$ cat src/hdl/sbdft_pkg.sv
// Shared types, constants and arithmetic helpers for the single-bin 2D DFT accumulator.
// Used by every module of the block; depends on nothing.
`default_nettype none

package sbdft_pkg;

  localparam int MAX_ROW_DEF     = 256;
  localparam int SAMPLE_BITS_DEF = 16;

  localparam int PH_W       = 16;  // Q1.15 phase and step words
  localparam int ROWLEN_W   = 9;
  localparam int SCALE_W    = 32;  // Q16.16 area factor
  localparam int OUT_W      = 48;
  localparam int CFG_IDX_W  = 3;
  localparam int CFG_DATA_W = 32;
  localparam int OUT_DEPTH  = 8;   // result queue entries, power of two

  localparam logic [ROWLEN_W-1:0] ROW_LENGTH_RST  = 9'd64;
  localparam logic signed [PH_W-1:0] START_RE_RST = 16'sh7FFF;
  localparam logic signed [PH_W-1:0] START_IM_RST = 16'sh0000;
  localparam logic signed [PH_W-1:0] STEP_RE_RST  = 16'sh7FFF;
  localparam logic signed [PH_W-1:0] STEP_IM_RST  = 16'sh0000;
  localparam logic [SCALE_W-1:0] AREA_SCALE_RST   = 32'h0001_0000;

  typedef enum logic [CFG_IDX_W-1:0] {
    CFG_ROW_LENGTH  = 3'd0,
    CFG_START_RE    = 3'd1,
    CFG_START_IM    = 3'd2,
    CFG_COL_STEP_RE = 3'd3,
    CFG_COL_STEP_IM = 3'd4,
    CFG_ROW_STEP_RE = 3'd5,
    CFG_ROW_STEP_IM = 3'd6,
    CFG_AREA_SCALE  = 3'd7
  } cfg_idx_e;

  typedef struct packed {
    logic [ROWLEN_W-1:0]    row_length;
    logic signed [PH_W-1:0] start_re;
    logic signed [PH_W-1:0] start_im;
    logic signed [PH_W-1:0] col_step_re;
    logic signed [PH_W-1:0] col_step_im;
    logic signed [PH_W-1:0] row_step_re;
    logic signed [PH_W-1:0] row_step_im;
  } phase_cfg_t;

  // per-stage transaction marks
  typedef struct packed {
    logic valid;
    logic last;
  } item_ctl_t;

  // Q3.30 sum back to Q1.15: round half up, then saturate
  function automatic logic signed [PH_W-1:0] rot_round(input logic signed [2*PH_W:0] x);
    logic signed [2*PH_W+1:0] t;
    logic signed [PH_W+2:0]   sh;
    t  = (2*PH_W+2)'(x) + (2*PH_W+2)'(16384);
    sh = (PH_W+3)'(t >>> 15);
    if (sh > (PH_W+3)'(32767)) begin
      return 16'sh7FFF;
    end else if (sh < -(PH_W+3)'(32768)) begin
      return 16'sh8000;
    end
    return sh[PH_W-1:0];
  endfunction

endpackage

`default_nettype wire

$ cat src/hdl/sbdft_accum.sv
// Sample-times-phase product stage and 48-bit complex accumulators; emits the frame sum.
// Depends on sbdft_pkg.
`default_nettype none

module sbdft_accum
  import sbdft_pkg::*;
#(
  parameter int SAMPLE_BITS = SAMPLE_BITS_DEF
) (
  input  wire logic                          clk_i,
  input  wire logic                          rst_ni,
  input  wire logic signed [SAMPLE_BITS-1:0] x_i,
  input  wire logic signed [PH_W-1:0]        ph_re_i,
  input  wire logic signed [PH_W-1:0]        ph_im_i,
  input  wire item_ctl_t                     ctl_i,
  output logic [OUT_W-1:0]                   sum_re_o,
  output logic [OUT_W-1:0]                   sum_im_o,
  output logic                               sum_valid_o
);

  localparam int PW = SAMPLE_BITS + PH_W;

  logic signed [PW-1:0] prod_re_q, prod_im_q;
  item_ctl_t            ctl_m_q;
  logic [OUT_W-1:0]     acc_re_q, acc_im_q, sum_re_q, sum_im_q;
  logic [OUT_W-1:0]     sum_re_d, sum_im_d;
  logic                 sv_q;

  always_ff @(posedge clk_i) begin
    prod_re_q <= x_i * ph_re_i;
    prod_im_q <= x_i * ph_im_i;
  end

  // sums wrap modulo 2^48
  assign sum_re_d = acc_re_q + OUT_W'(prod_re_q);
  assign sum_im_d = acc_im_q + OUT_W'(prod_im_q);

  always_ff @(posedge clk_i or negedge rst_ni) begin
    if (!rst_ni) begin
      ctl_m_q  <= '0;
      acc_re_q <= '0;
      acc_im_q <= '0;
      sv_q     <= 1'b0;
    end else begin
      ctl_m_q <= ctl_i;
      sv_q    <= ctl_m_q.valid && ctl_m_q.last;
      if (ctl_m_q.valid) begin
        if (ctl_m_q.last) begin
          acc_re_q <= '0;
          acc_im_q <= '0;
        end else begin
          acc_re_q <= sum_re_d;
          acc_im_q <= sum_im_d;
        end
      end
    end
  end

  always_ff @(posedge clk_i) begin
    if (ctl_m_q.valid && ctl_m_q.last) begin
      sum_re_q <= sum_re_d;
      sum_im_q <= sum_im_d;
    end
  end

  assign sum_re_o    = sum_re_q;
  assign sum_im_o    = sum_im_q;
  assign sum_valid_o = sv_q;

endmodule

`default_nettype wire

$ cat config.mk
export PLATFORM = sky130hd
export DESIGN_NAME = sbdft_accum
export DESIGN_NICKNAME = d
export VERILOG_FILES = /design/src/hdl/sbdft_pkg.sv /design/src/hdl/sbdft_accum.sv
export SDC_FILE = /design/constraint.sdc
export NUM_CORES = 2
export LEC_CHECK = 0
export BUFFER_PORTS_ARGS = -buffer_cell sky130_fd_sc_hd__buf_4
export CORE_ASPECT_RATIO = 2
export CORE_UTILIZATION = 65
export DETAILED_ROUTE_END_ITERATION = 7
export PLACE_DENSITY = 0.95
export SLEW_MARGIN = 10
export SYNTH_ARGS = -nofsm -noshare
export SYNTH_HDL_FRONTEND = slang
export SYNTH_SLANG_ARGS = --single-unit
$ cat constraint.sdc
create_clock -name clk_i -period 7.5 [get_ports clk_i]
set_clock_uncertainty 0.1 [all_clocks]
set_input_delay 0.75 -clock clk_i [delete_from_list [all_inputs] [get_ports clk_i]]
set_output_delay 0.75 -clock clk_i [all_outputs]
set_load 0.03 [all_outputs]
==> impl_metrics.env <==
export IMPL_outcome="complete, no violations"
export IMPL_finalCritPeriodShare=0.892
export IMPL_finalHoldViolCount=0
export IMPL_synth_edf_count=96
export IMPL_place_area_mm2=0.0339
export IMPL_fill_cells=3439
export IMPL_clkSlewWorstSetupHoldPaths_ps=70
export IMPL_synth_ff_type="dfrtp_1"
export IMPL_final_util=0.704
export IMPL_ctsLongestPathBuffers=3
export IMPL_core_area_mm2=0.0492
export IMPL_drt_pass1_iter_count=7
export IMPL_final_nets=4157
export IMPL_synthArstFlopShare=0.382
export IMPL_overflow=0
export IMPL_startpoint_type="input pin"
export IMPL_first_iter_violations=2072
export IMPL_seq_area_frac_synth=0.205
export IMPL_cts_hold_buf=0
export IMPL_drv_cap=0
export IMPL_numCtsBuffers=23
export IMPL_max_slew_margin_rel=0.294
export IMPL_cts_repair_resized=0
export IMPL_yosysWarnings=0
export IMPL_grt_pass1_wl_mm=134
export IMPL_drcViolationCount=0
export IMPL_syn_inst=3270
export IMPL_cts_sinks=259
export IMPL_row_count=115
export IMPL_critical_path_max_fanout=32
export IMPL_syn2layout_area_growth_pct=6.91
export IMPL_cts_root_buffer="clkbuf_16"
export IMPL_routed_wl_mm=82.9
export IMPL_hp_class="in2async"
export IMPL_ys_ff_latch=259
export IMPL_setup_tns_ps=0
export IMPL_syn_area_per_cell_um2=9.91
export IMPL_dieArea_mm2=0.0508
export IMPL_slew_viol_final=0
export IMPL_clock_latency_ps=550
export IMPL_portBuffers=148
export IMPL_die_height_um=318
export IMPL_grt_max_degree=74
export IMPL_antenna_found_initial=1
export IMPL_end_kind="register"
export IMPL_syn_nets=4106
export IMPL_grt_total_usage=0.339
export IMPL_min_period_ps=6690
export IMPL_io_pins=149
export IMPL_grt_pass1_vias=26800
export IMPL_wire_per_inst_um=20.8
export IMPL_crit_type="in2reg"
export IMPL_worst_pin_slew_ps=1060
export IMPL_cts_tree="done"
export IMPL_required_ps=7870
export IMPL_ant_nets=0
export IMPL_drive_above_1_share=0.0701
export IMPL_routed_via_density=6.16
export IMPL_finalWeightedCongestion=0.972
export IMPL_setup_violations=0
export IMPL_post_cts_setup_buffers=0
export IMPL_place_hpwl_mm=64.0
export IMPL_synth_area_mm2=0.0324
export IMPL_timing_hold_ws_ps=110
export IMPL_die_x_um=160
export IMPL_netlist_cell_type_count=77
export IMPL_max_freq_mhz=150
export IMPL_finalInstanceArea_mm2=0.0346
export IMPL_worstPathArrival_ps=7060
export IMPL_h_tree_depth=1
export IMPL_rsz0062_at_grt="no"
export IMPL_via_count=24500
export IMPL_initial_core_util=0.658
## path summary, 6_finish.rpt
| kind | start | to | slack [ps] | depth (start not counted) |
|---|---|---|---|---|
| worst max-delay path | x_i[7] | prod_re_q[28] | 810 | 21 |
| min in group clk_i | ctl_i[1] | ctl_m_q[1] | 210 | 1 |
| worst min register to register | acc_im_q[46] | acc_im_q[46] | 390 | 2 |
| worst max register to register | prod_re_q[31] | sum_re_o[47] | 3190 | 11 |
| max in group asynchronous | rst_ni | acc_re_q[16] | 5880 | 2 |
| worst min-delay path | rst_ni | acc_im_q[28] | 110 | 1 |
## stage by stage
stage               cells  setup slack, ps
finish               3981              813
detailed placement   3939              324
CTS                  3980              868
global placement     3939              621
floorplan            3270             1030
global route         3981              470
## kinds of logic after synthesis
logic type      after synthesis  synth area share
compound gates              549             0.121
xor+xnor                    162            0.0438
fa+ha+maj                   784             0.425
buf+inv                     734            0.0850
flops                       259             0.205
mux                           2          0.000618
simple gates                780             0.120
## worst max-delay path, stage by stage
cell      delay, ps
buf_4           230
and2_1          210
fa_1            540
inv_1            60
fa_1            460
fa_1            510
fa_1            570
inv_1            50
fa_1            490
fa_1            420
ha_1            380
and3_1          240
nand3_1         100
nor3_1          230
o31ai_1         170
o21ai_0         400
nand2_1         190
o31ai_1         470
o21ai_0         220
o21bai_1        200
xor2_1          160
## layout by cell type (no fill, tap or decap), types with 18 or more instances in the layout
master and n:
a21o_1 86, nor2_1 82, inv_1 602, ha_1 258, fa_1 526, a22o_1 80
and2_1 253, o21a_1 18, nand2_1 299, nor3_1 23, clkbuf_16 24, o21ai_0 60
a21oi_1 139, xnor2_1 113, dfxtp_1 64, nand3_1 24, dfrtp_1 99, nand4_1 28
o21bai_1 38, nor2b_1 22, xor2_1 49, buf_4 156, edfxtp_1 96
## layout make-up
type	count	area (µm²)	share of cell area
Antenna cell	1	2.50	0.0000722
Timing Repair Buffer	156	1170	0.0338
Clock inverter	13	104	0.00300
Multi-Input combinational cell	2277	23000	0.665
Tap cell	643	805	0.0232
Inverter	604	2270	0.0654
Sequential cell	259	6640	0.192
Clock buffer	28	629	0.0182
## flip-flops by register name, summed over array words and instances, names as in the netlist
register,flops
acc_im_q,48
acc_re_q,48
ctl_m_q,2
prod_im_q,32
prod_re_q,32
sum_im_o,48
sum_re_o,48
sum_valid_o,1
## Yosys cell counts, types with 23 or more instances
cell type	n	share of area
a21o_1	86	0.020
inv_1	603	0.070
a22o_1	80	0.022
edfxtp_1	96	0.089
dfrtp_1	99	0.076
a21oi_1	139	0.021
o21bai_1	38	0.0088
nor3_1	23	0.0036
nand4_1	28	0.0054
ha_1	258	0.10
xor2_1	49	0.013
fa_1	526	0.32
and2_1	253	0.049
nor2_1	84	0.0097
nand2_1	299	0.035
o21ai_0	60	0.0093
clkbuf_1	129	0.015
xnor2_1	113	0.031
nand3_1	24	0.0037
dfxtp_1	64	0.040
## metal layers
| metal | vias up | part of all wire | global-route usage |
|---|---|---|---|
| met5 | - | 0 | 0 |
| met4 | 0 | 0.083 | 0.246 |
| met3 | 528 | 0.070 | 0.0515 |
| met2 | 1343 | 0.52 | 0.605 |
| met1 | 12100 | 0.32 | 0.361 |
| li1 | 10500 | - | - |
Power is left out: the tool's default activity adds up to more than one toggle a clock period on the data nets, which glitch-free logic cannot reach.
