$ cat src/hdl/sbdft_pkg.sv
// Shared types, constants and arithmetic helpers for the single-bin 2D DFT accumulator.
// Used by every module of the block; depends on nothing.
`default_nettype none

package sbdft_pkg;

  localparam int MAX_ROW_DEF     = 256;
  localparam int SAMPLE_BITS_DEF = 16;

  localparam int PH_W       = 16;  // Q1.15 phase and step words
  localparam int ROWLEN_W   = 9;
  localparam int SCALE_W    = 32;  // Q16.16 area factor
  localparam int OUT_W      = 48;
  localparam int CFG_IDX_W  = 3;
  localparam int CFG_DATA_W = 32;
  localparam int OUT_DEPTH  = 8;   // result queue entries, power of two

  localparam logic [ROWLEN_W-1:0] ROW_LENGTH_RST  = 9'd64;
  localparam logic signed [PH_W-1:0] START_RE_RST = 16'sh7FFF;
  localparam logic signed [PH_W-1:0] START_IM_RST = 16'sh0000;
  localparam logic signed [PH_W-1:0] STEP_RE_RST  = 16'sh7FFF;
  localparam logic signed [PH_W-1:0] STEP_IM_RST  = 16'sh0000;
  localparam logic [SCALE_W-1:0] AREA_SCALE_RST   = 32'h0001_0000;

  typedef enum logic [CFG_IDX_W-1:0] {
    CFG_ROW_LENGTH  = 3'd0,
    CFG_START_RE    = 3'd1,
    CFG_START_IM    = 3'd2,
    CFG_COL_STEP_RE = 3'd3,
    CFG_COL_STEP_IM = 3'd4,
    CFG_ROW_STEP_RE = 3'd5,
    CFG_ROW_STEP_IM = 3'd6,
    CFG_AREA_SCALE  = 3'd7
  } cfg_idx_e;

  typedef struct packed {
    logic [ROWLEN_W-1:0]    row_length;
    logic signed [PH_W-1:0] start_re;
    logic signed [PH_W-1:0] start_im;
    logic signed [PH_W-1:0] col_step_re;
    logic signed [PH_W-1:0] col_step_im;
    logic signed [PH_W-1:0] row_step_re;
    logic signed [PH_W-1:0] row_step_im;
  } phase_cfg_t;

  // per-stage transaction marks
  typedef struct packed {
    logic valid;
    logic last;
  } item_ctl_t;

  // Q3.30 sum back to Q1.15: round half up, then saturate
  function automatic logic signed [PH_W-1:0] rot_round(input logic signed [2*PH_W:0] x);
    logic signed [2*PH_W+1:0] t;
    logic signed [PH_W+2:0]   sh;
    t  = (2*PH_W+2)'(x) + (2*PH_W+2)'(16384);
    sh = (PH_W+3)'(t >>> 15);
    if (sh > (PH_W+3)'(32767)) begin
      return 16'sh7FFF;
    end else if (sh < -(PH_W+3)'(32768)) begin
      return 16'sh8000;
    end
    return sh[PH_W-1:0];
  endfunction

endpackage

`default_nettype wire

$ cat src/hdl/sbdft_outq.sv
// Result queue: small memory plus a registered output stage feeding the master channel.
// Depends on sbdft_pkg for the default depth and width.
`default_nettype none

module sbdft_outq
  import sbdft_pkg::*;
#(
  parameter int DEPTH = OUT_DEPTH,
  parameter int W     = 2 * OUT_W
) (
  input  wire logic         clk_i,
  input  wire logic         rst_ni,
  input  wire logic         wr_i,
  input  wire logic [W-1:0] wdata_i,
  output logic              tvalid_o,
  input  wire logic         tready_i,
  output logic [W-1:0]      tdata_o
);

  localparam int AW = $clog2(DEPTH);
  localparam int CNTW = $clog2(DEPTH + 1);

  logic [W-1:0]    mem_q [DEPTH];
  logic [AW-1:0]   wr_ptr_q, rd_ptr_q;
  logic [CNTW-1:0] cnt_q;
  logic            ov_q, load;
  logic [W-1:0]    out_q;

  // refill the output register when it is empty or being taken
  assign load = (cnt_q != '0) && (!ov_q || tready_i);

  always_ff @(posedge clk_i) begin
    if (wr_i) begin
      mem_q[wr_ptr_q] <= wdata_i;
    end
    if (load) begin
      out_q <= mem_q[rd_ptr_q];
    end
  end

  always_ff @(posedge clk_i or negedge rst_ni) begin
    if (!rst_ni) begin
      wr_ptr_q <= '0;
      rd_ptr_q <= '0;
      cnt_q    <= '0;
      ov_q     <= 1'b0;
    end else begin
      if (wr_i) begin
        wr_ptr_q <= (wr_ptr_q == AW'(DEPTH - 1)) ? '0 : wr_ptr_q + AW'(1);
      end
      if (load) begin
        rd_ptr_q <= (rd_ptr_q == AW'(DEPTH - 1)) ? '0 : rd_ptr_q + AW'(1);
        ov_q     <= 1'b1;
      end else if (tready_i) begin
        ov_q <= 1'b0;
      end
      cnt_q <= cnt_q + CNTW'(wr_i) - CNTW'(load);
    end
  end

  assign tvalid_o = ov_q;
  assign tdata_o  = out_q;

endmodule

`default_nettype wire

$ cat config.mk
export PLATFORM = sky130hd
export DESIGN_NAME = sbdft_outq
export DESIGN_NICKNAME = d
export VERILOG_FILES = /design/src/hdl/sbdft_pkg.sv /design/src/hdl/sbdft_outq.sv
export SDC_FILE = /design/constraint.sdc
export NUM_CORES = 1
export LEC_CHECK = 0
export BUFFER_PORTS_ARGS = -buffer_cell sky130_fd_sc_hd__buf_2
export CAP_MARGIN = 20
export CORE_MARGIN = 2
export CORE_UTILIZATION = 51
export CTS_CLUSTER_DIAMETER = 50
export CTS_CLUSTER_SIZE = 24
export DETAILED_ROUTE_END_ITERATION = 16
export GPL_ROUTABILITY_DRIVEN = 1
export HOLD_SLACK_MARGIN = 0.06
export PLACE_DENSITY = 0.77
export REMOVE_ABC_BUFFERS = 1
export SYNTH_ARGS = -nofsm -noshare
export SYNTH_HDL_FRONTEND = slang
export SYNTH_SLANG_ARGS = --single-unit
$ cat constraint.sdc
create_clock -name clk_i -period 8.3 [get_ports clk_i]
set_input_delay 0.415 -clock clk_i [delete_from_list [all_inputs] [get_ports clk_i]]
set_output_delay 0.415 -clock clk_i [all_outputs]
set_load 0.1 [all_outputs]
==> results.txt <==
Synth warn = 0
Die ar. = 65,400 µm²
Layout cell share with drive strength beyond 1 = 39.4%
Hold WC Path Type = in2reg
Least-Margin Pin Slew = 1040 ps
Number of cells produced by synthesis = 1,266
Crit path max fanout = 59
Drt drc = 0
Cell variety after synth = 22
Initial antenna violation count = 8
CTS H-Tree Depth = 3
Critical R2R Launch = rd_ptr_q[2]
Design Area, Final = 37,900 µm²
GPL Wtd Cong = 0.705
Vias per std cell = 5.64
R2R depth = 4
Synthesized area = 32,300 µm²
Starting Density = 51.4%
# clock sinks = 875
I/O Pins = 197
Cell Chain, Critical Path = buf_4 -> buf_4 -> mux4_2 -> mux2_2
Die Span X = 256 µm
WHS Path Cells = 1
Detailed Route Iter0 Violations = 1,236
Num CTS Buffers = 74
Site row count = 92
Max stage delay on crit path = 840 ps
Place WS = 4880 ps
Largest net degree at the start of global routing = 110
CP max-delay cell = dfrtp_4
Sequential element share of the synthesized area = 81.1%
Syn Area/Cell = 25.5 µm²
Final setup TNS = 0 ps
Launch point of the worst path = rd_ptr_q[2]
Hold Slack = 100 ps
Vias post-DR = 14.2k
Fmax = 293 MHz
Finished Core Util = 60.3%
Global-route wire length before repair = 95,000 µm
CTS root buffer = clkbuf_16
#FFs+latches synth = 875
P&R area growth vs syn = 17.2%
GR Overflow Total = 0
Post-route clock period utilization = 41.2%
Core Region = 62,900 µm²
Data required, critical path = 8670 ps
# setup viols final = 0
Worst setup path category = reg2reg
Fin nets = 1,712
Worst Setup Start Kind = flip-flop
Post-DP HPWL = 31,600 µm
Worst rel slew slack = 30.8%
Average routed wire per standard cell = 24.9 µm
CP most frequent cell = buf_4
PD cells = 390 nW/µm²
Post-route ant nets = 0
Tot GR Track Use = 19.5%
TritonCTS clock tree = yes
Final Hold Fails = 0
WP data arrival = 3790 ps
Reg2reg setup slack = 4880 ps
GR Layer Usage met2 = 31.7%
Worst reg2reg endpoint = tdata_o[8]
Fillers = 4,260
Max-cap violations = 0
Routed Wire Length = 62,600 µm
Slew Limit Fails = 0
Status = finished clean
Leakage = 12.4 nW
Met1 Resource Use GR = 27.3%
Number of global-route vias before repair = 15.1k
Busiest metal layer after global routing = met2
Worst-Skew Late Latency = 630 ps
Min-Delay Endpoint = mem_q[5][82]
Buffer count from post-CTS setup fixing = 0
Tmin final = 3420 ps
CP endpoint kind = flip-flop
Maximum vdd drop = 0.299 mV
RSZ-0062 raised after global routing = no
1st-pass router iterations = 5
Grt met3 use = 3.85%
Setup ws final = 4880 ps
Clock Path Buffers = 3
Die H = 256 µm
Hold_sp = wdata_i[82]
Cell Area, Placed = 34,300 µm²
IO Port Bufs = 196
Clock transition at the registers of the reported paths = 80 ps
Clock Skew = 33.8 ps
## report_power, final
part	leakage (nW)	switching, mW	internal, mW
clock	1.29	1.71	1.98
sequential	8.04	0.411	5.86
combinational	3.08	3.23	1.58
total	12.4	5.35	9.42
## cell usage in the layout (no fill, tap or decap), types with 2 or more instances in the layout
master and count:
inv_8 9, inv_12 7, edfxtp_1 864, buf_4 23, clkbuf_16 79, bufinv_16 4, xor2_1 2, nand2_1 3
dfrtp_4 3, dfrtp_1 8, nor3_2 2, nand2b_1 2, buf_2 196, mux2_2 101, ha_1 9, clkinv_8 7
clkinv_2 2, mux4_2 192, diode_2 3, o21ai_0 2, clkinvlp_4 2, clkinv_4 5, inv_6 12, clkbuf_1 4
inv_1 9, nor2_4 6, clkinv_1 3, dlygate4sd3_1 94, nor2_1 2
## Yosys cell counts
cell / count / share of area (%)
edfxtp_1: 864 / 80
mux4_2: 192 / 13
mux2_2: 101 / 3.5
buf_6: 18 / 0.63
buf_1: 15 / 0.17
clkbuf_1: 15 / 0.17
dfrtp_1: 11 / 0.85
ha_1: 9 / 0.35
inv_1: 9 / 0.10
nor2_1: 8 / 0.093
buf_2: 6 / 0.093
nand2_1: 3 / 0.035
a21oi_1: 2 / 0.031
nand2b_1: 2 / 0.039
nor3_1: 2 / 0.031
o21ai_0: 2 / 0.031
xor2_1: 2 / 0.054
a21o_1: 1 / 0.023
fa_1: 1 / 0.062
nand3b_1: 1 / 0.023
nor2b_1: 1 / 0.019
nor3b_1: 1 / 0.023
## worst max-delay path, delay by kind of cell, from the launching register on
| kind | cells | cell delay [ps] |
|---|---|---|
| multiplexers | 2 | 710 |
| buffers and inverters | 2 | 1490 |
| flip-flops | 1 | 840 |
## logic make-up (layout without fill, tap and decap cells)
group | after synthesis | in the layout | synth area share (%)
other | 0 | 3 | 0
and+or+nand+nor | 18 | 18 | 0.263
DFF | 875 | 875 | 81.1
AOI/OAI and AO/OA | 5 | 5 | 0.0852
xor gates and xnor gates | 2 | 2 | 0.0542
buffers and inverters | 63 | 459 | 1.17
muxes | 293 | 293 | 16.9
adders and majority gates | 10 | 10 | 0.410
## stage by stage
stage          std cells  power (mW)
6_report            2511        14.8
5_1_grt             2511        15.4
4_1_cts             2508        14.9
3_5_place_dp        2278        11.2
3_3_place_gp        2278        11.1
2_1_floorplan       1212        10.7
## cell type report
class / count / area (µm²) / area share (%)
Antenna cell: 3 / 7.51 / 0.0198
Clock buffer: 84 / 2010 / 5.29
Clock inverter: 52 / 654 / 1.73
Inverter: 9 / 33.8 / 0.0891
Multi-Input combinational cell: 328 / 5790 / 15.3
Sequential cell: 875 / 26200 / 69.2
Tap cell: 846 / 1060 / 2.79
Timing Repair Buffer: 314 / 2110 / 5.58
## per-layer routing
layer	vias to the layer above	share of wire, %
li1	6096	-
met1	7540	42
met2	431	50
met3	82	6.1
met4	8	1.7
met5	-	0.085
## timing repair
item                                   4_1_cts  5_1_grt
endpoints found under the hold margin      734        0
hold buffers                                94        0
gates resized for setup                      0        0
setup endpoints to repair                    0        0
## state kept, by name, indices dropped and copies added (netlist names)
| signal | cells |
|---|---|
| mem_q | 768 |
| tdata_o | 96 |
| cnt_q | 4 |
| rd_ptr_q | 3 |
| wr_ptr_q | 3 |
| tvalid_o | 1 |
## worst max-delay path by stage
stage	end	slack, ps	depth (start not counted)
floorplan	rd_ptr_q[0]	-440	4
global placement	tdata_o[83]	4930	4
detailed placement	tdata_o[8]	4880	4
CTS	tdata_o[8]	4870	4
global route	tdata_o[8]	4750	4
finish	tdata_o[8]	4880	4
Note: power is estimated with default switching activity, not from simulation.
