===== src/hdl/sbdft_pkg.sv =====
// Shared types, constants and arithmetic helpers for the single-bin 2D DFT accumulator.
// Used by every module of the block; depends on nothing.
`default_nettype none

package sbdft_pkg;

  localparam int MAX_ROW_DEF     = 256;
  localparam int SAMPLE_BITS_DEF = 16;

  localparam int PH_W       = 16;  // Q1.15 phase and step words
  localparam int ROWLEN_W   = 9;
  localparam int SCALE_W    = 32;  // Q16.16 area factor
  localparam int OUT_W      = 48;
  localparam int CFG_IDX_W  = 3;
  localparam int CFG_DATA_W = 32;
  localparam int OUT_DEPTH  = 8;   // result queue entries, power of two

  localparam logic [ROWLEN_W-1:0] ROW_LENGTH_RST  = 9'd64;
  localparam logic signed [PH_W-1:0] START_RE_RST = 16'sh7FFF;
  localparam logic signed [PH_W-1:0] START_IM_RST = 16'sh0000;
  localparam logic signed [PH_W-1:0] STEP_RE_RST  = 16'sh7FFF;
  localparam logic signed [PH_W-1:0] STEP_IM_RST  = 16'sh0000;
  localparam logic [SCALE_W-1:0] AREA_SCALE_RST   = 32'h0001_0000;

  typedef enum logic [CFG_IDX_W-1:0] {
    CFG_ROW_LENGTH  = 3'd0,
    CFG_START_RE    = 3'd1,
    CFG_START_IM    = 3'd2,
    CFG_COL_STEP_RE = 3'd3,
    CFG_COL_STEP_IM = 3'd4,
    CFG_ROW_STEP_RE = 3'd5,
    CFG_ROW_STEP_IM = 3'd6,
    CFG_AREA_SCALE  = 3'd7
  } cfg_idx_e;

  typedef struct packed {
    logic [ROWLEN_W-1:0]    row_length;
    logic signed [PH_W-1:0] start_re;
    logic signed [PH_W-1:0] start_im;
    logic signed [PH_W-1:0] col_step_re;
    logic signed [PH_W-1:0] col_step_im;
    logic signed [PH_W-1:0] row_step_re;
    logic signed [PH_W-1:0] row_step_im;
  } phase_cfg_t;

  // per-stage transaction marks
  typedef struct packed {
    logic valid;
    logic last;
  } item_ctl_t;

  // Q3.30 sum back to Q1.15: round half up, then saturate
  function automatic logic signed [PH_W-1:0] rot_round(input logic signed [2*PH_W:0] x);
    logic signed [2*PH_W+1:0] t;
    logic signed [PH_W+2:0]   sh;
    t  = (2*PH_W+2)'(x) + (2*PH_W+2)'(16384);
    sh = (PH_W+3)'(t >>> 15);
    if (sh > (PH_W+3)'(32767)) begin
      return 16'sh7FFF;
    end else if (sh < -(PH_W+3)'(32768)) begin
      return 16'sh8000;
    end
    return sh[PH_W-1:0];
  endfunction

endpackage

`default_nettype wire


===== src/hdl/sbdft_phase.sv =====
// Input register and phase recurrence: tracks column/row phasors and the column count.
// Depends on sbdft_pkg.
`default_nettype none

module sbdft_phase
  import sbdft_pkg::*;
#(
  parameter int MAX_ROW     = MAX_ROW_DEF,
  parameter int SAMPLE_BITS = SAMPLE_BITS_DEF
) (
  input  wire logic                          clk_i,
  input  wire logic                          rst_ni,
  input  wire phase_cfg_t                    cfg_i,
  input  wire logic                          accept_i,
  input  wire logic signed [SAMPLE_BITS-1:0] sample_i,
  input  wire logic                          last_i,
  output logic signed [SAMPLE_BITS-1:0]      x_o,
  output logic signed [PH_W-1:0]             ph_re_o,
  output logic signed [PH_W-1:0]             ph_im_o,
  output item_ctl_t                          ctl_o
);

  localparam int CW = $clog2(MAX_ROW);
  localparam int LW = (CW + 1 > ROWLEN_W) ? CW + 1 : ROWLEN_W;
  localparam logic [LW-1:0] MAX_L = LW'(MAX_ROW);

  logic                   open_q, open_d;
  logic [CW-1:0]          cc_q, cc_d, cc_used;
  logic signed [PH_W-1:0] col_re_q, col_im_q, row_re_q, row_im_q;
  logic signed [PH_W-1:0] col_re_d, col_im_d, row_re_d, row_im_d;
  logic signed [PH_W-1:0] col_re_u, col_im_u, row_re_u, row_im_u;
  logic signed [PH_W-1:0] a_re, a_im, s_re, s_im, rot_re, rot_im;
  logic signed [2*PH_W-1:0] p_rr, p_ii, p_ri, p_ir;
  logic [LW-1:0]          len_ext, len_m1;
  logic                   row_end;

  logic signed [SAMPLE_BITS-1:0] x_q;
  logic signed [PH_W-1:0]        ph_re_q, ph_im_q;
  item_ctl_t                     ctl_q;

  always_comb begin
    len_ext = LW'(cfg_i.row_length);
    if (len_ext < LW'(2)) begin
      len_m1 = LW'(1);
    end else if (len_ext > MAX_L) begin
      len_m1 = MAX_L - LW'(1);
    end else begin
      len_m1 = len_ext - LW'(1);
    end

    // first sample of a frame starts from the start phase
    cc_used  = open_q ? cc_q : '0;
    col_re_u = open_q ? col_re_q : cfg_i.start_re;
    col_im_u = open_q ? col_im_q : cfg_i.start_im;
    row_re_u = open_q ? row_re_q : cfg_i.start_re;
    row_im_u = open_q ? row_im_q : cfg_i.start_im;
    row_end  = (LW'(cc_used) >= len_m1);

    // one shared complex rotator: row step at row end, column step otherwise
    a_re = row_end ? row_re_u : col_re_u;
    a_im = row_end ? row_im_u : col_im_u;
    s_re = row_end ? cfg_i.row_step_re : cfg_i.col_step_re;
    s_im = row_end ? cfg_i.row_step_im : cfg_i.col_step_im;
    p_rr = a_re * s_re;
    p_ii = a_im * s_im;
    p_ri = a_re * s_im;
    p_ir = a_im * s_re;
    rot_re = rot_round((2*PH_W+1)'(p_rr) - (2*PH_W+1)'(p_ii));
    rot_im = rot_round((2*PH_W+1)'(p_ri) + (2*PH_W+1)'(p_ir));

    open_d   = open_q;
    cc_d     = cc_q;
    col_re_d = col_re_q;
    col_im_d = col_im_q;
    row_re_d = row_re_q;
    row_im_d = row_im_q;
    if (accept_i) begin
      col_re_d = rot_re;
      col_im_d = rot_im;
      row_re_d = row_end ? rot_re : row_re_u;
      row_im_d = row_end ? rot_im : row_im_u;
      if (last_i) begin
        open_d = 1'b0;
        cc_d   = '0;
      end else begin
        open_d = 1'b1;
        cc_d   = row_end ? '0 : cc_used + CW'(1);
      end
    end
  end

  always_ff @(posedge clk_i or negedge rst_ni) begin
    if (!rst_ni) begin
      open_q   <= 1'b0;
      cc_q     <= '0;
      col_re_q <= START_RE_RST;
      col_im_q <= START_IM_RST;
      row_re_q <= START_RE_RST;
      row_im_q <= START_IM_RST;
      ctl_q    <= '0;
    end else begin
      open_q   <= open_d;
      cc_q     <= cc_d;
      col_re_q <= col_re_d;
      col_im_q <= col_im_d;
      row_re_q <= row_re_d;
      row_im_q <= row_im_d;
      ctl_q    <= '{valid: accept_i, last: last_i};
    end
  end

  always_ff @(posedge clk_i) begin
    if (accept_i) begin
      x_q     <= sample_i;
      ph_re_q <= col_re_u;
      ph_im_q <= col_im_u;
    end
  end

  assign x_o     = x_q;
  assign ph_re_o = ph_re_q;
  assign ph_im_o = ph_im_q;
  assign ctl_o   = ctl_q;

endmodule

`default_nettype wire


===== config.mk =====
export PLATFORM = sky130hd
export DESIGN_NAME = sbdft_phase
export DESIGN_NICKNAME = d
export VERILOG_FILES = /design/src/hdl/sbdft_pkg.sv /design/src/hdl/sbdft_phase.sv
export SDC_FILE = /design/constraint.sdc
export NUM_CORES = 2
export LEC_CHECK = 0
export BUFFER_PORTS_ARGS = -buffer_cell sky130_fd_sc_hd__buf_2
export CAP_MARGIN = 20
export CORE_ASPECT_RATIO = 1.25
export CORE_MARGIN = 2
export CORE_UTILIZATION = 28
export DETAILED_ROUTE_END_ITERATION = 12
export PLACE_DENSITY = 0.46
export SETUP_SLACK_MARGIN = 0.02
export SYNTH_ARGS = -nofsm -noshare
export SYNTH_HDL_FRONTEND = slang
export SYNTH_SLANG_ARGS = --single-unit

===== constraint.sdc =====
create_clock -name clk_i -period 25.5 [get_ports clk_i]
set_clock_uncertainty 0.15 [all_clocks]
set_input_delay 1.275 -clock clk_i [delete_from_list [all_inputs] [get_ports clk_i]]
set_output_delay 1.275 -clock clk_i [all_outputs]
set_load 0.03 [all_outputs]

==> flow_metrics.tcl <==
set metrics [dict create \
    grtUsageTotal 0.2103 \
    cts_setup_buffers 0 \
    arrival_ps 14500 \
    synth_seq_area_share 0.07097 \
    setup_viol 0 \
    cts_root_buffer "clkbuf_16" \
    drt_iter0_markers 2675 \
    worstMarginPinSlew_ps 1197 \
    io_buffers 174 \
    grt_pass1_vias 38980 \
    ios 175 \
    synthCells 5156 \
    worstHoldPathType "flip-flop to flip-flop" \
    required_ps 25670 \
    core_um2 167700 \
    synth-edff-count 48 \
    cts_resized 0 \
    crit_type "primary input to flip-flop" \
    fin_crit_ps 14330 \
    endpoint_kind "flip-flop" \
    tns_ps 0 \
    layout-drive-gt1-share 0.09177 \
    cts_buffers 17 \
    wl_per_cell_um 23.58 \
    vias_per_cell 4.800 \
    cpMostUsedCell "fa_1" \
    ys_ff_latch 123 \
    cp-start-kind "primary input" \
    antenna_found_initial 14 \
    status "complete, no violations" \
    ys_warn_count 0 \
    period_share 0.5621 \
    relSlewSlack 0.1966 \
    first_pass_iters 5 \
    clk_latency_ps 470 \
    start_util 0.2819 \
    synth_most_common_cell "inv_1" \
    h-tree-depth 4 \
    yosys_most_used_dff "edfxtp_1" \
    area_growth_pct 9.743 \
    cts_sinks 123 \
    synth_nets 6788 \
    max_freq_mhz 69.77 \
    grt_overflow 0 \
    synth_common_cells "inv_1, fa_1, nor2_1" \
    syn_area_um2 47290 \
    synth_top_area_share 0.5051 \
    ys_types 93 \
    chipHeight_um 463.5 \
    dp.final_hpwl_um 141300 \
    postSynthAreaPerCell_um2 9.171 \
    antenna_left 0 \
    grt_pass1_wl_um 262200 \
    clock_path_buffers 2 \
    drt-total-wl_um 176300 \
    fin_nets 6882 \
    drv_slew 0 \
    die_x_um 371.6 \
    grt_max_degree 79 \
    die_area_um2 172200 \
    rows 168 \
    maxCapViolCount 0 \
    final_util 0.3094 \
    finalHoldViolations 0 \
    slowest_stage "o21ai_1" \
    synthArstFlopShare 0.6098 \
    tritoncts "done" \
    yosysTopAreaCell "fa_1" \
    rsz0062_at_grt "no" \
    num_vias 35889 \
    ctsHoldBuffers 0 \
    clk_pin_slew_ps 60 \
    path_max_fanout 25 \
    slowest_delay_ps 920 \
    ys_top_cells_by_area "fa_1, inv_1, ha_1" \
    drc 0 \
    place_congestion 0.9636 \
]
## area by class of cell
type	count	area (um^2)
diodes	4	10.01
clock buffers	17	425.4
clock inverters	15	172.7
fillers	17835	115800
inverters	1338	5022
multi-input cells	3493	38480
flip-flops and latches	123	3359
well taps	2210	2765
repair buffers	277	1653
## state kept, by name, summed over array words and instances, names as in the netlist
| name | count |
|---|---|
| row_im_q | 16 |
| cc_q | 8 |
| ph_re_o | 16 |
| ph_im_o | 16 |
| col_re_q | 16 |
| col_im_q | 16 |
| open_q | 1 |
| x_o | 16 |
| row_re_q | 16 |
| ctl_o | 2 |
## cell families after synthesis
logic type               count (synthesis)  share of synthesized area
buffers and inverters                 1540                     0.1228
adder cells (fa/ha/maj)               1507                     0.5882
AND/OR/NAND/NOR                       1351                     0.1160
AO/OA/AOI/OAI                          441                    0.06105
multiplexers                           126                    0.02829
flip-flops                             123                    0.07097
XOR/XNOR                                68                    0.01275
## worst max-delay path: cells and delay by family
family	cells	cell delay [ps]
AOI/OAI and AO/OA	8	3000
adders and majority gates	10	4950
buffers and inverters	8	1520
muxes	1	890
and+or+nand+nor	11	2740
## per-stage QoR
stage | worst slack (ps) | instances | area, um^2 | hold slack (ps)
final | 11170 | 7477 | 51890 | 341.9
after global placement | 10710 | 7439 | 51270 | 321.1
after floorplan | 13370 | 5156 | 47290 | 298.7
after detailed placement | 10880 | 7440 | 51270 | 336.5
after global routing | 10490 | 7475 | 51890 | 372.0
after CTS | 11350 | 7472 | 51870 | 352.1
## per-layer routing
layer	wire length (um)	track usage	vias to the layer above
met5	73	0	-
met4	11330	0.1063	12
met3	10780	0.02718	286
met2	86880	0.3567	1287
met1	67230	0.2607	18868
li1	-	-	15436
## layout by cell type, fill, tap and decap left out, types with 9 or more instances in the layout
cell type	n
fa_1	1193
o21a_1	16
o22ai_1	27
nand3_1	30
o21bai_1	9
mux2_2	61
nand2_1	547
a211oi_1	14
mux2i_4	12
dfrtp_1	44
dfstp_2	30
xor2_1	17
o31ai_1	19
mux2i_2	9
and2_1	13
a21oi_1	129
nor2_1	654
ha_1	314
edfxtp_1	48
a21oi_2	19
o211ai_1	10
and3_1	15
nor3_1	19
buf_4	104
clkbuf_16	17
o21ai_1	9
o21ai_0	51
xnor2_1	50
inv_1	1337
buf_2	172
nand2b_1	10
mux2i_1	44
a21o_1	58
nand4_1	15
## final timing paths
check,slack [ps],depth (start not counted),start,endpoint
max in group asynchronous,23430,2,rst_ni,row_im_q[5]
worst min register to register,340,1,cc_q[7],cc_q[7]
worst max register to register,11910,33,open_q,col_im_q[5]
worst max-delay path,11170,38,cfg_i[100],col_im_q[5]
worst min-delay path,340,1,cc_q[7],cc_q[7]
min in group asynchronous,490,1,rst_ni,cc_q[1]
Power is left out: the tool's default activity adds up to more than one toggle a clock period on the data nets, which glitch-free logic cannot reach.
